--- src/hw/rtl/pidc_pkg.sv ---
`default_nettype none

package pidc_pkg;

    // Gains are unsigned fixed point with a fixed 16-bit register width.
    localparam int GAIN_W = 16;

    // Configuration register index width; writes to indexes above the
    // last register are ignored.
    localparam int CFG_IDX_W = 4;

    localparam logic [CFG_IDX_W-1:0] REG_PROP_GAIN      = 4'd0;
    localparam logic [CFG_IDX_W-1:0] REG_INTEG_GAIN     = 4'd1;
    localparam logic [CFG_IDX_W-1:0] REG_DERIV_GAIN     = 4'd2;
    localparam logic [CFG_IDX_W-1:0] REG_FEED_FWD       = 4'd3;
    localparam logic [CFG_IDX_W-1:0] REG_MEAS_LIMIT     = 4'd4;
    localparam logic [CFG_IDX_W-1:0] REG_SETPOINT_LIMIT = 4'd5;
    localparam logic [CFG_IDX_W-1:0] REG_INTEG_LIMIT    = 4'd6;
    localparam logic [CFG_IDX_W-1:0] REG_OUT_LIMIT      = 4'd7;

    localparam int OP_W = 2;

    localparam logic [OP_W-1:0] OP_STEP      = 2'd0;
    localparam logic [OP_W-1:0] OP_CLR_INTEG = 2'd1;
    localparam logic [OP_W-1:0] OP_LOAD_MEAS = 2'd2;

endpackage

`default_nettype wire

--- src/hw/rtl/pidc_if.sv ---
`default_nettype none

interface pidc_in_if
    import pidc_pkg::*;
#(
    parameter int SAMPLE_BITS = 16
);
    logic                          valid;
    logic                          ready;
    logic [OP_W-1:0]               opcode;
    logic signed [SAMPLE_BITS-1:0] measured;
    logic signed [SAMPLE_BITS-1:0] setpoint;

    modport source (output valid, output opcode, output measured, output setpoint,
                    input ready);
    modport sink   (input valid, input opcode, input measured, input setpoint,
                    output ready);
endinterface

interface pidc_out_if
#(
    parameter int SAMPLE_BITS = 16
);
    logic                          valid;
    logic                          ready;
    logic signed [SAMPLE_BITS-1:0] drive;

    modport source (output valid, output drive, input ready);
    modport sink   (input valid, input drive, output ready);
endinterface

`default_nettype wire

--- src/hw/rtl/pidc_cfg_regs.sv ---
`default_nettype none

module pidc_cfg_regs
    import pidc_pkg::*;
#(
    parameter int SAMPLE_BITS = 16,
    parameter int CFG_W       = 16
)
(
    input  wire logic                          clk,
    input  wire logic                          rst_n,
    input  wire logic                          wr_en,
    input  wire logic [CFG_IDX_W-1:0]          wr_index,
    input  wire logic [CFG_W-1:0]              wr_data,
    output logic [GAIN_W-1:0]                  prop_gain,
    output logic [GAIN_W-1:0]                  integ_gain,
    output logic [GAIN_W-1:0]                  deriv_gain,
    output logic signed [SAMPLE_BITS-1:0]      feed_fwd,
    output logic [SAMPLE_BITS-2:0]             meas_limit,
    output logic [SAMPLE_BITS-2:0]             setpoint_limit,
    output logic [SAMPLE_BITS-2:0]             integ_limit,
    output logic [SAMPLE_BITS-2:0]             out_limit
);

    logic [GAIN_W-1:0]             prop_gain_reg;
    logic [GAIN_W-1:0]             integ_gain_reg;
    logic [GAIN_W-1:0]             deriv_gain_reg;
    logic signed [SAMPLE_BITS-1:0] feed_fwd_reg;
    logic [SAMPLE_BITS-2:0]        meas_limit_reg;
    logic [SAMPLE_BITS-2:0]        setpoint_limit_reg;
    logic [SAMPLE_BITS-2:0]        integ_limit_reg;
    logic [SAMPLE_BITS-2:0]        out_limit_reg;

    always_ff @(posedge clk or negedge rst_n)
    begin
        if (!rst_n)
        begin
            prop_gain_reg      <= '0;
            integ_gain_reg     <= '0;
            deriv_gain_reg     <= '0;
            feed_fwd_reg       <= '0;
            meas_limit_reg     <= '1;
            setpoint_limit_reg <= '1;
            integ_limit_reg    <= '1;
            out_limit_reg      <= '1;
        end
        else if (wr_en)
        begin
            unique case (wr_index)
                REG_PROP_GAIN:      prop_gain_reg      <= wr_data[GAIN_W-1:0];
                REG_INTEG_GAIN:     integ_gain_reg     <= wr_data[GAIN_W-1:0];
                REG_DERIV_GAIN:     deriv_gain_reg     <= wr_data[GAIN_W-1:0];
                REG_FEED_FWD:       feed_fwd_reg       <= $signed(wr_data[SAMPLE_BITS-1:0]);
                REG_MEAS_LIMIT:     meas_limit_reg     <= wr_data[SAMPLE_BITS-2:0];
                REG_SETPOINT_LIMIT: setpoint_limit_reg <= wr_data[SAMPLE_BITS-2:0];
                REG_INTEG_LIMIT:    integ_limit_reg    <= wr_data[SAMPLE_BITS-2:0];
                REG_OUT_LIMIT:      out_limit_reg      <= wr_data[SAMPLE_BITS-2:0];
                default:            ;
            endcase
        end
    end

    assign prop_gain      = prop_gain_reg;
    assign integ_gain     = integ_gain_reg;
    assign deriv_gain     = deriv_gain_reg;
    assign feed_fwd       = feed_fwd_reg;
    assign meas_limit     = meas_limit_reg;
    assign setpoint_limit = setpoint_limit_reg;
    assign integ_limit    = integ_limit_reg;
    assign out_limit      = out_limit_reg;

endmodule

`default_nettype wire

--- src/hw/rtl/pidc_core.sv ---
`default_nettype none

module pidc_core
    import pidc_pkg::*;
#(
    parameter int SAMPLE_BITS    = 16,
    parameter int GAIN_FRAC_BITS = 8
)
(
    input  wire logic                          clk,
    input  wire logic                          rst_n,
    input  wire logic                          step,
    input  wire logic [OP_W-1:0]               opcode,
    input  wire logic signed [SAMPLE_BITS-1:0] measured,
    input  wire logic signed [SAMPLE_BITS-1:0] setpoint,
    input  wire logic [GAIN_W-1:0]             prop_gain,
    input  wire logic [GAIN_W-1:0]             integ_gain,
    input  wire logic [GAIN_W-1:0]             deriv_gain,
    input  wire logic signed [SAMPLE_BITS-1:0] feed_fwd,
    input  wire logic [SAMPLE_BITS-2:0]        meas_limit,
    input  wire logic [SAMPLE_BITS-2:0]        setpoint_limit,
    input  wire logic [SAMPLE_BITS-2:0]        integ_limit,
    input  wire logic [SAMPLE_BITS-2:0]        out_limit,
    output logic signed [SAMPLE_BITS-1:0]      drive
);

    localparam int S  = SAMPLE_BITS;
    localparam int F  = GAIN_FRAC_BITS;
    localparam int PW = S + GAIN_W + 2;   // difference times a signed-extended gain
    localparam int SW = PW + 1;           // integrator plus product
    localparam int AW = S + F;            // integrator, Q(S).(F)
    localparam int YW = PW + 2;           // sum of the three terms and feed forward

    logic signed [S-1:0]    last_measured_reg;
    logic signed [AW-1:0]   integ_acc_reg;

    logic signed [S-1:0]    m_lim;
    logic signed [S-1:0]    m_neg;
    logic signed [S-1:0]    sp_lim;
    logic signed [S-1:0]    sp_neg;
    logic signed [S-1:0]    m_c;
    logic signed [S-1:0]    sp_c;
    logic signed [S:0]      err;
    logic signed [S:0]      vel;
    logic signed [GAIN_W:0] pg_s;
    logic signed [GAIN_W:0] ig_s;
    logic signed [GAIN_W:0] dg_s;
    logic signed [PW-1:0]   p_prod;
    logic signed [PW-1:0]   i_prod;
    logic signed [PW-1:0]   d_prod;
    logic signed [SW-1:0]   isum;
    logic signed [SW-1:0]   ilim;
    logic signed [SW-1:0]   isum_c;
    logic signed [AW-1:0]   acc_next;
    logic signed [PW-1:0]   p_term;
    logic signed [PW-1:0]   d_term;
    logic signed [AW-1:0]   i_term;
    logic signed [YW-1:0]   y;
    logic signed [YW-1:0]   olim;
    logic signed [YW-1:0]   y_c;

    // Input clamps. The limits are below half the sample range, so their
    // negation always fits in a sample.
    assign m_lim  = $signed({1'b0, meas_limit});
    assign m_neg  = -m_lim;
    assign sp_lim = $signed({1'b0, setpoint_limit});
    assign sp_neg = -sp_lim;

    always_comb
    begin
        priority if (measured > m_lim)
            m_c = m_lim;
        else if (measured < m_neg)
            m_c = m_neg;
        else
            m_c = measured;

        priority if (setpoint > sp_lim)
            sp_c = sp_lim;
        else if (setpoint < sp_neg)
            sp_c = sp_neg;
        else
            sp_c = setpoint;
    end

    assign err = $signed({sp_c[S-1], sp_c}) - $signed({m_c[S-1], m_c});
    assign vel = $signed({m_c[S-1], m_c})
               - $signed({last_measured_reg[S-1], last_measured_reg});

    assign pg_s = $signed({1'b0, prop_gain});
    assign ig_s = $signed({1'b0, integ_gain});
    assign dg_s = $signed({1'b0, deriv_gain});

    assign p_prod = err * pg_s;
    assign i_prod = err * ig_s;
    assign d_prod = vel * dg_s;

    // Integrator: exact accumulation, then clamp to the limit scaled by
    // the fraction bits.
    assign isum = SW'(integ_acc_reg) + SW'(i_prod);
    assign ilim = $signed(SW'(integ_limit) << F);

    always_comb
    begin
        priority if (isum > ilim)
            isum_c = ilim;
        else if (isum < -ilim)
            isum_c = -ilim;
        else
            isum_c = isum;
    end

    assign acc_next = isum_c[AW-1:0];

    // Arithmetic shifts give the floor of each scaled term.
    assign p_term = p_prod >>> F;
    assign d_term = d_prod >>> F;
    assign i_term = acc_next >>> F;

    assign y    = YW'(p_term) + YW'(i_term) - YW'(d_term) + YW'(feed_fwd);
    assign olim = $signed(YW'(out_limit));

    always_comb
    begin
        priority if (y > olim)
            y_c = olim;
        else if (y < -olim)
            y_c = -olim;
        else
            y_c = y;
    end

    assign drive = y_c[S-1:0];

    always_ff @(posedge clk or negedge rst_n)
    begin
        if (!rst_n)
        begin
            last_measured_reg <= '0;
            integ_acc_reg     <= '0;
        end
        else if (step)
        begin
            unique case (opcode)
                OP_STEP:
                begin
                    last_measured_reg <= m_c;
                    integ_acc_reg     <= acc_next;
                end
                OP_CLR_INTEG:
                begin
                    integ_acc_reg <= '0;
                end
                OP_LOAD_MEAS:
                begin
                    // The load takes the raw sample, before the clamp.
                    last_measured_reg <= measured;
                    integ_acc_reg     <= '0;
                end
                default: ;
            endcase
        end
    end

endmodule

`default_nettype wire

--- src/hw/rtl/pid_controller_clamped.sv ---
`default_nettype none

// Channel   Direction  Handshake      Payload
// sample    in         valid/ready    opcode, measured, setpoint
// result    out        valid/ready    drive
// wr_*      in         wr_en only     wr_index, wr_data
//
// A sample is registered on transfer and then processed, when the drive
// value is computed and written to the output register; one sample per cycle
// is sustained while the output is not held. The integrator and previous
// measurement update in the same cycle, so each sample sees the last one's
// state. Reset and non-compute opcodes give no result and never wait on the
// output side; a compute step waits only while the output register is held.

module pid_controller_clamped
    import pidc_pkg::*;
#(
    parameter int SAMPLE_BITS    = 16,
    parameter int GAIN_FRAC_BITS = 8
)
(
    input  wire logic                                   clk,
    input  wire logic                                   rst_n,
    pidc_in_if.sink                                     sample,
    pidc_out_if.source                                  result,
    input  wire logic                                   wr_en,
    input  wire logic [CFG_IDX_W-1:0]                   wr_index,
    input  wire logic [((SAMPLE_BITS > GAIN_W) ? SAMPLE_BITS : GAIN_W)-1:0] wr_data
);

    localparam int CFG_W = (SAMPLE_BITS > GAIN_W) ? SAMPLE_BITS : GAIN_W;

    logic [GAIN_W-1:0]             prop_gain;
    logic [GAIN_W-1:0]             integ_gain;
    logic [GAIN_W-1:0]             deriv_gain;
    logic signed [SAMPLE_BITS-1:0] feed_fwd;
    logic [SAMPLE_BITS-2:0]        meas_limit;
    logic [SAMPLE_BITS-2:0]        setpoint_limit;
    logic [SAMPLE_BITS-2:0]        integ_limit;
    logic [SAMPLE_BITS-2:0]        out_limit;

    logic                          s1_valid_reg;
    logic                          s1_valid_next;
    logic [OP_W-1:0]               s1_op_reg;
    logic signed [SAMPLE_BITS-1:0] s1_meas_reg;
    logic signed [SAMPLE_BITS-1:0] s1_sp_reg;
    logic                          out_valid_reg;
    logic                          out_valid_next;
    logic signed [SAMPLE_BITS-1:0] drive_reg;
    logic signed [SAMPLE_BITS-1:0] core_drive;
    logic                          s1_fire;
    logic                          s1_result;
    logic                          in_xfer;

    pidc_cfg_regs #(
        .SAMPLE_BITS (SAMPLE_BITS),
        .CFG_W       (CFG_W)
    ) u_cfg (
        .clk            (clk),
        .rst_n          (rst_n),
        .wr_en          (wr_en),
        .wr_index       (wr_index),
        .wr_data        (wr_data),
        .prop_gain      (prop_gain),
        .integ_gain     (integ_gain),
        .deriv_gain     (deriv_gain),
        .feed_fwd       (feed_fwd),
        .meas_limit     (meas_limit),
        .setpoint_limit (setpoint_limit),
        .integ_limit    (integ_limit),
        .out_limit      (out_limit)
    );

    pidc_core #(
        .SAMPLE_BITS    (SAMPLE_BITS),
        .GAIN_FRAC_BITS (GAIN_FRAC_BITS)
    ) u_core (
        .clk            (clk),
        .rst_n          (rst_n),
        .step           (s1_fire),
        .opcode         (s1_op_reg),
        .measured       (s1_meas_reg),
        .setpoint       (s1_sp_reg),
        .prop_gain      (prop_gain),
        .integ_gain     (integ_gain),
        .deriv_gain     (deriv_gain),
        .feed_fwd       (feed_fwd),
        .meas_limit     (meas_limit),
        .setpoint_limit (setpoint_limit),
        .integ_limit    (integ_limit),
        .out_limit      (out_limit),
        .drive          (core_drive)
    );

    // Only a compute step produces a result; the others retire even while
    // the output register is held.
    assign s1_result = (s1_op_reg == OP_STEP);
    assign s1_fire   = s1_valid_reg && (!s1_result || !out_valid_reg || result.ready);
    assign sample.ready = !s1_valid_reg || s1_fire;
    assign in_xfer   = sample.valid && sample.ready;

    assign s1_valid_next  = in_xfer || (s1_valid_reg && !s1_fire);
    assign out_valid_next = (s1_fire && s1_result) || (out_valid_reg && !result.ready);

    always_ff @(posedge clk or negedge rst_n)
    begin
        if (!rst_n)
        begin
            s1_valid_reg  <= 1'b0;
            out_valid_reg <= 1'b0;
        end
        else
        begin
            s1_valid_reg  <= s1_valid_next;
            out_valid_reg <= out_valid_next;
        end
    end

    always_ff @(posedge clk)
    begin
        if (in_xfer)
        begin
            s1_op_reg   <= sample.opcode;
            s1_meas_reg <= sample.measured;
            s1_sp_reg   <= sample.setpoint;
        end
        if (s1_fire && s1_result)
        begin
            drive_reg <= core_drive;
        end
    end

    assign result.valid = out_valid_reg;
    assign result.drive = drive_reg;

endmodule

`default_nettype wire

--- src/flat_wrapper.sv ---
// flat-port wrapper written by rule: the top's interface ports become plain ports
module pid_controller_clamped_flat import pidc_pkg::*;
#(
    parameter int SAMPLE_BITS    = 16,
    parameter int GAIN_FRAC_BITS = 8
)
  (clk, rst_n, wr_en, wr_index, wr_data, sample_valid, sample_opcode, sample_measured, sample_setpoint, sample_ready, result_valid, result_drive, result_ready);
  pidc_in_if #(.SAMPLE_BITS(SAMPLE_BITS)) sample_i ();
  pidc_out_if #(.SAMPLE_BITS(SAMPLE_BITS)) result_i ();
  input  wire logic clk;
  input  wire logic rst_n;
  input  wire logic wr_en;
  input  wire logic [CFG_IDX_W-1:0] wr_index;
  input  wire logic [((SAMPLE_BITS > GAIN_W) ? SAMPLE_BITS : GAIN_W)-1:0] wr_data;
  input wire logic [$bits(sample_i.valid)-1:0] sample_valid;
  input wire logic [$bits(sample_i.opcode)-1:0] sample_opcode;
  input wire logic [$bits(sample_i.measured)-1:0] sample_measured;
  input wire logic [$bits(sample_i.setpoint)-1:0] sample_setpoint;
  output wire logic [$bits(sample_i.ready)-1:0] sample_ready;
  output wire logic [$bits(result_i.valid)-1:0] result_valid;
  output wire logic [$bits(result_i.drive)-1:0] result_drive;
  input wire logic [$bits(result_i.ready)-1:0] result_ready;
  assign sample_i.valid = sample_valid;
  assign sample_i.opcode = sample_opcode;
  assign sample_i.measured = sample_measured;
  assign sample_i.setpoint = sample_setpoint;
  assign sample_ready = sample_i.ready;
  assign result_valid = result_i.valid;
  assign result_drive = result_i.drive;
  assign result_i.ready = result_ready;
  pid_controller_clamped #(.SAMPLE_BITS(SAMPLE_BITS), .GAIN_FRAC_BITS(GAIN_FRAC_BITS)) u_core (.clk(clk), .rst_n(rst_n), .sample(sample_i), .result(result_i), .wr_en(wr_en), .wr_index(wr_index), .wr_data(wr_data));
endmodule
--- config.mk ---
export PLATFORM = sky130hd
export DESIGN_NAME = pid_controller_clamped_flat
export DESIGN_NICKNAME = d
export VERILOG_FILES = /design/src/hw/rtl/pidc_pkg.sv /design/src/hw/rtl/pidc_if.sv /design/src/hw/rtl/pidc_cfg_regs.sv /design/src/hw/rtl/pidc_core.sv /design/src/hw/rtl/pid_controller_clamped.sv /design/src/flat_wrapper.sv
export SDC_FILE = /design/constraint.sdc
export NUM_CORES = 2
export LEC_CHECK = 0
export ABC_AREA = 1
export BUFFER_PORTS_ARGS = -buffer_cell sky130_fd_sc_hd__buf_4
export CORE_MARGIN = 2
export CORE_UTILIZATION = 60
export CTS_BUF_LIST = sky130_fd_sc_hd__clkbuf_4 sky130_fd_sc_hd__clkbuf_8 sky130_fd_sc_hd__clkbuf_16
export DETAILED_ROUTE_END_ITERATION = 10
export HOLD_SLACK_MARGIN = 0.12
export PLACE_DENSITY = 0.76
export SLEW_MARGIN = 20
export SYNTH_ARGS = -nofsm -noshare
export SYNTH_HDL_FRONTEND = slang
export SYNTH_SLANG_ARGS = --single-unit
--- constraint.sdc ---
create_clock -name clk -period 52.2 [get_ports clk]
set_clock_uncertainty 0.1 [all_clocks]
set_input_delay 5.22 -clock clk [delete_from_list [all_inputs] [get_ports clk]]
set_output_delay 5.22 -clock clk [all_outputs]
set_load 0.01 [all_outputs]
==> results.sh <==
export IMPL_drt_wl_total_um=147000
export IMPL_num_io_pins=77
export IMPL_tightest_slew_ns=1.23
export IMPL_multiInputGateArea_um2=38400
export IMPL_coreArea_um2=83800
export IMPL_fin_hold_ws_ns=0.390
export IMPL_relSlewSlack=0.181
export IMPL_hp_start="u_core.u_cfg.feed_fwd[7]$_DFFE_PN0P_"
export IMPL_grt_pass1_wl_um=235000
export IMPL_die_w_um=295
export IMPL_setup_worst_path_start_class="register"
export IMPL_cts_tree="built"
export IMPL_criticalPathCategory="register to register"
export IMPL_finalHoldViolations=0
export IMPL_drcViolationCount=0
export IMPL_worst_slack_ns=32.00
export IMPL_gp_congestion=0.976
export IMPL_start_util=0.606
export IMPL_rr_worst_depth=80
export IMPL_max_freq_mhz=49.5
export IMPL_tns_ns=0
export IMPL_routedWlPerCell_um=20.0
export IMPL_crit_slowest_cell="nand2_2"
export IMPL_rrSetupSlack_ns=32.00
export IMPL_fin_nets=7632
export IMPL_whs_path_depth=2
export IMPL_die_h_um=295
export IMPL_synthCells=6248
export IMPL_synth_cell_types=66
export IMPL_htreeDepth=1
export IMPL_ys_seq_elements=216
export IMPL_crit_buf_inv=12
export IMPL_root_buffer="clkbuf_16"
export IMPL_cts_resized=0
export IMPL_drv_cap=0
export IMPL_largest_reg_flops=24
export IMPL_setup_viol=0
export IMPL_cp_num_cells=80
export IMPL_rows=106
export IMPL_dieArea_um2=87100
export IMPL_period_minus_slack_ns=20.20
export IMPL_yosysSeqAreaShare=0.113
export IMPL_cts_buffers_inserted=30
export IMPL_syn_num_nets=7688
export IMPL_r2r_end="u_core.result.drive[0]$_DFFE_PP_"
export IMPL_cp_common_cell="inv_1"
export IMPL_postCtsHoldBufs=0
export IMPL_first_pass_iters=7
export IMPL_post_route_period_util=0.387
export IMPL_dp_hpwl_um=120000
export IMPL_via_per_inst=5.65
export IMPL_worstSkewPairLatency_ns=0.63
export IMPL_vias=41600
export IMPL_status="finished clean"
export IMPL_syn_area_um2=50800
export IMPL_grt_pass1_vias=43000
export IMPL_drt_iter0_markers=3601
export IMPL_final_cell_mix="1542 x inv_1, 943 x nand2_1, 912 x fa_1, 518 x nor2_1, 469 x ha_1"
export IMPL_io_buffer_count=76
export IMPL_cp_required_ns=52.46
export IMPL_area_growth_pct=4.61
export IMPL_yosysTopAreaCell="fa_1"
export IMPL_drive_gt1_frac=0.0561
export IMPL_nFillCells=7347
export IMPL_slew_violations=0
export IMPL_seqCellArea_um2=5730
export IMPL_finalCoreUtilization=0.634
export IMPL_crit_path_max_fanout=19
export IMPL_rr_startpoint="u_core.u_cfg.setpoint_limit[2]$_DFFE_PN1P_"
export IMPL_grt_max_degree=67
export IMPL_final_common_cell="inv_1"
export IMPL_antenna_left=0
export IMPL_ys_warn_count=0
export IMPL_clockBufferDepth=3
export IMPL_holdPathEnd="u_core.u_cfg.feed_fwd[7]$_DFFE_PN0P_"
export IMPL_ys_top_cells_by_area="fa_1 36%, ha_1 12%, inv_1 11%"
export IMPL_grt_use_total=0.351
export IMPL_post_place_ws_ns=32.37
export IMPL_syn_area_per_cell_um2=8.14
export IMPL_rsz0062_at_grt="false"
export IMPL_postCtsSetupBuffers=0
export IMPL_critPathCaptureType="register"
export IMPL_min_path_type="register to register"
export IMPL_antenna_found_initial=6
export IMPL_crit_family="simple AND/OR/NAND/NOR gates"
export IMPL_cts_clk_slew_worst_paths_ns=0.06
export IMPL_cp_arrival_ns=20.46
export IMPL_grt_overflow_total=0
export IMPL_yosys_area_top_type_share=0.359
export IMPL_clock_sinks=216
export IMPL_crit_path_max_incr_delay_ns=0.62
==> cell type report <==
type,instances,area share
Antenna cell,6,0.000282
Clock buffer,35,0.0152
Clock inverter,21,0.00416
Inverter,1569,0.111
Multi-Input combinational cell,4281,0.722
Sequential cell,216,0.108
Tap cell,1134,0.0267
Timing Repair Buffer,94,0.0133
==> tightest hold or removal path: stages (launching register included) <==
cell,delay (ns)
dfrtp_1,0.35
nand2_1,0.05
o21ai_0,0.05
==> worst max-delay path by stage <==
stage	start	endpoint
after CTS	u_core.u_cfg.setpoint_limit[2]$_DFFE_PN1P_	u_core.result.drive[0]$_DFFE_PP_
final	u_core.u_cfg.setpoint_limit[2]$_DFFE_PN1P_	u_core.result.drive[0]$_DFFE_PP_
after detailed placement	u_core.u_cfg.setpoint_limit[1]$_DFFE_PN1P_	u_core.result.drive[0]$_DFFE_PP_
after global placement	u_core.u_cfg.setpoint_limit[1]$_DFFE_PN1P_	u_core.result.drive[0]$_DFFE_PP_
after global routing	u_core.u_cfg.setpoint_limit[2]$_DFFE_PN1P_	u_core.result.drive[0]$_DFFE_PP_
after floorplan	u_core.u_cfg.setpoint_limit[1]$_DFFE_PN1P_	u_core.result.drive[13]$_DFFE_PP_
==> per-layer routing <==
layer / share of wire / global-route usage
met2: 0.45 / 0.557
met1: 0.40 / 0.464
met5: 0 / 0
met3: 0.093 / 0.0641
met4: 0.058 / 0.177
==> per-stage QoR <==
| stage | std cells | area (µm²) |
|---|---|---|
| 2_1_floorplan | 6248 | 50800 |
| 3_3_place_gp | 7294 | 52100 |
| 3_5_place_dp | 7294 | 52100 |
| 4_1_cts | 7350 | 53200 |
| 5_1_grt | 7350 | 53200 |
| 6_report | 7356 | 53200 |
==> synthesized netlist by cell type, drive strengths merged <==
library cell	n
nor2	565
o21bai	9
a31oi	12
a2111oi	3
xnor2	67
or4	1
clkinv	10
a21boi	5
nand3	393
nor3	52
clkbuf	106
o211a	1
or2	8
a31o	2
nand4	33
o221ai	4
o211ai	33
o22ai	12
dfrtp	106
and2	15
buf	76
or3	1
ha	469
nor3b	1
nand3b	7
nand2	988
o21a	12
nor4	17
o221a	2
fa	912
a22oi	1
o32ai	1
o21ai	276
a221oi	3
edfxtp	50
inv	1559
o2111ai	2
o31ai	9
a211oi	14
dfstp	60
xor2	114
a21oi	219
a21o	18
==> kinds of logic (layout without fill, tap and decap cells) <==
family | Yosys count | in the layout | share of synthesized area
simple gates | 2081 | 2081 | 0.178
fa+ha+maj | 1381 | 1381 | 0.475
xor+xnor | 181 | 181 | 0.0321
compound gates | 638 | 638 | 0.0700
flops | 216 | 216 | 0.113
buf+inv | 1751 | 1719 | 0.132
other cells | 0 | 6 | 0
Power is not shown: default switching activity piles up to over one toggle a cycle in this logic, so the estimate is an artifact.
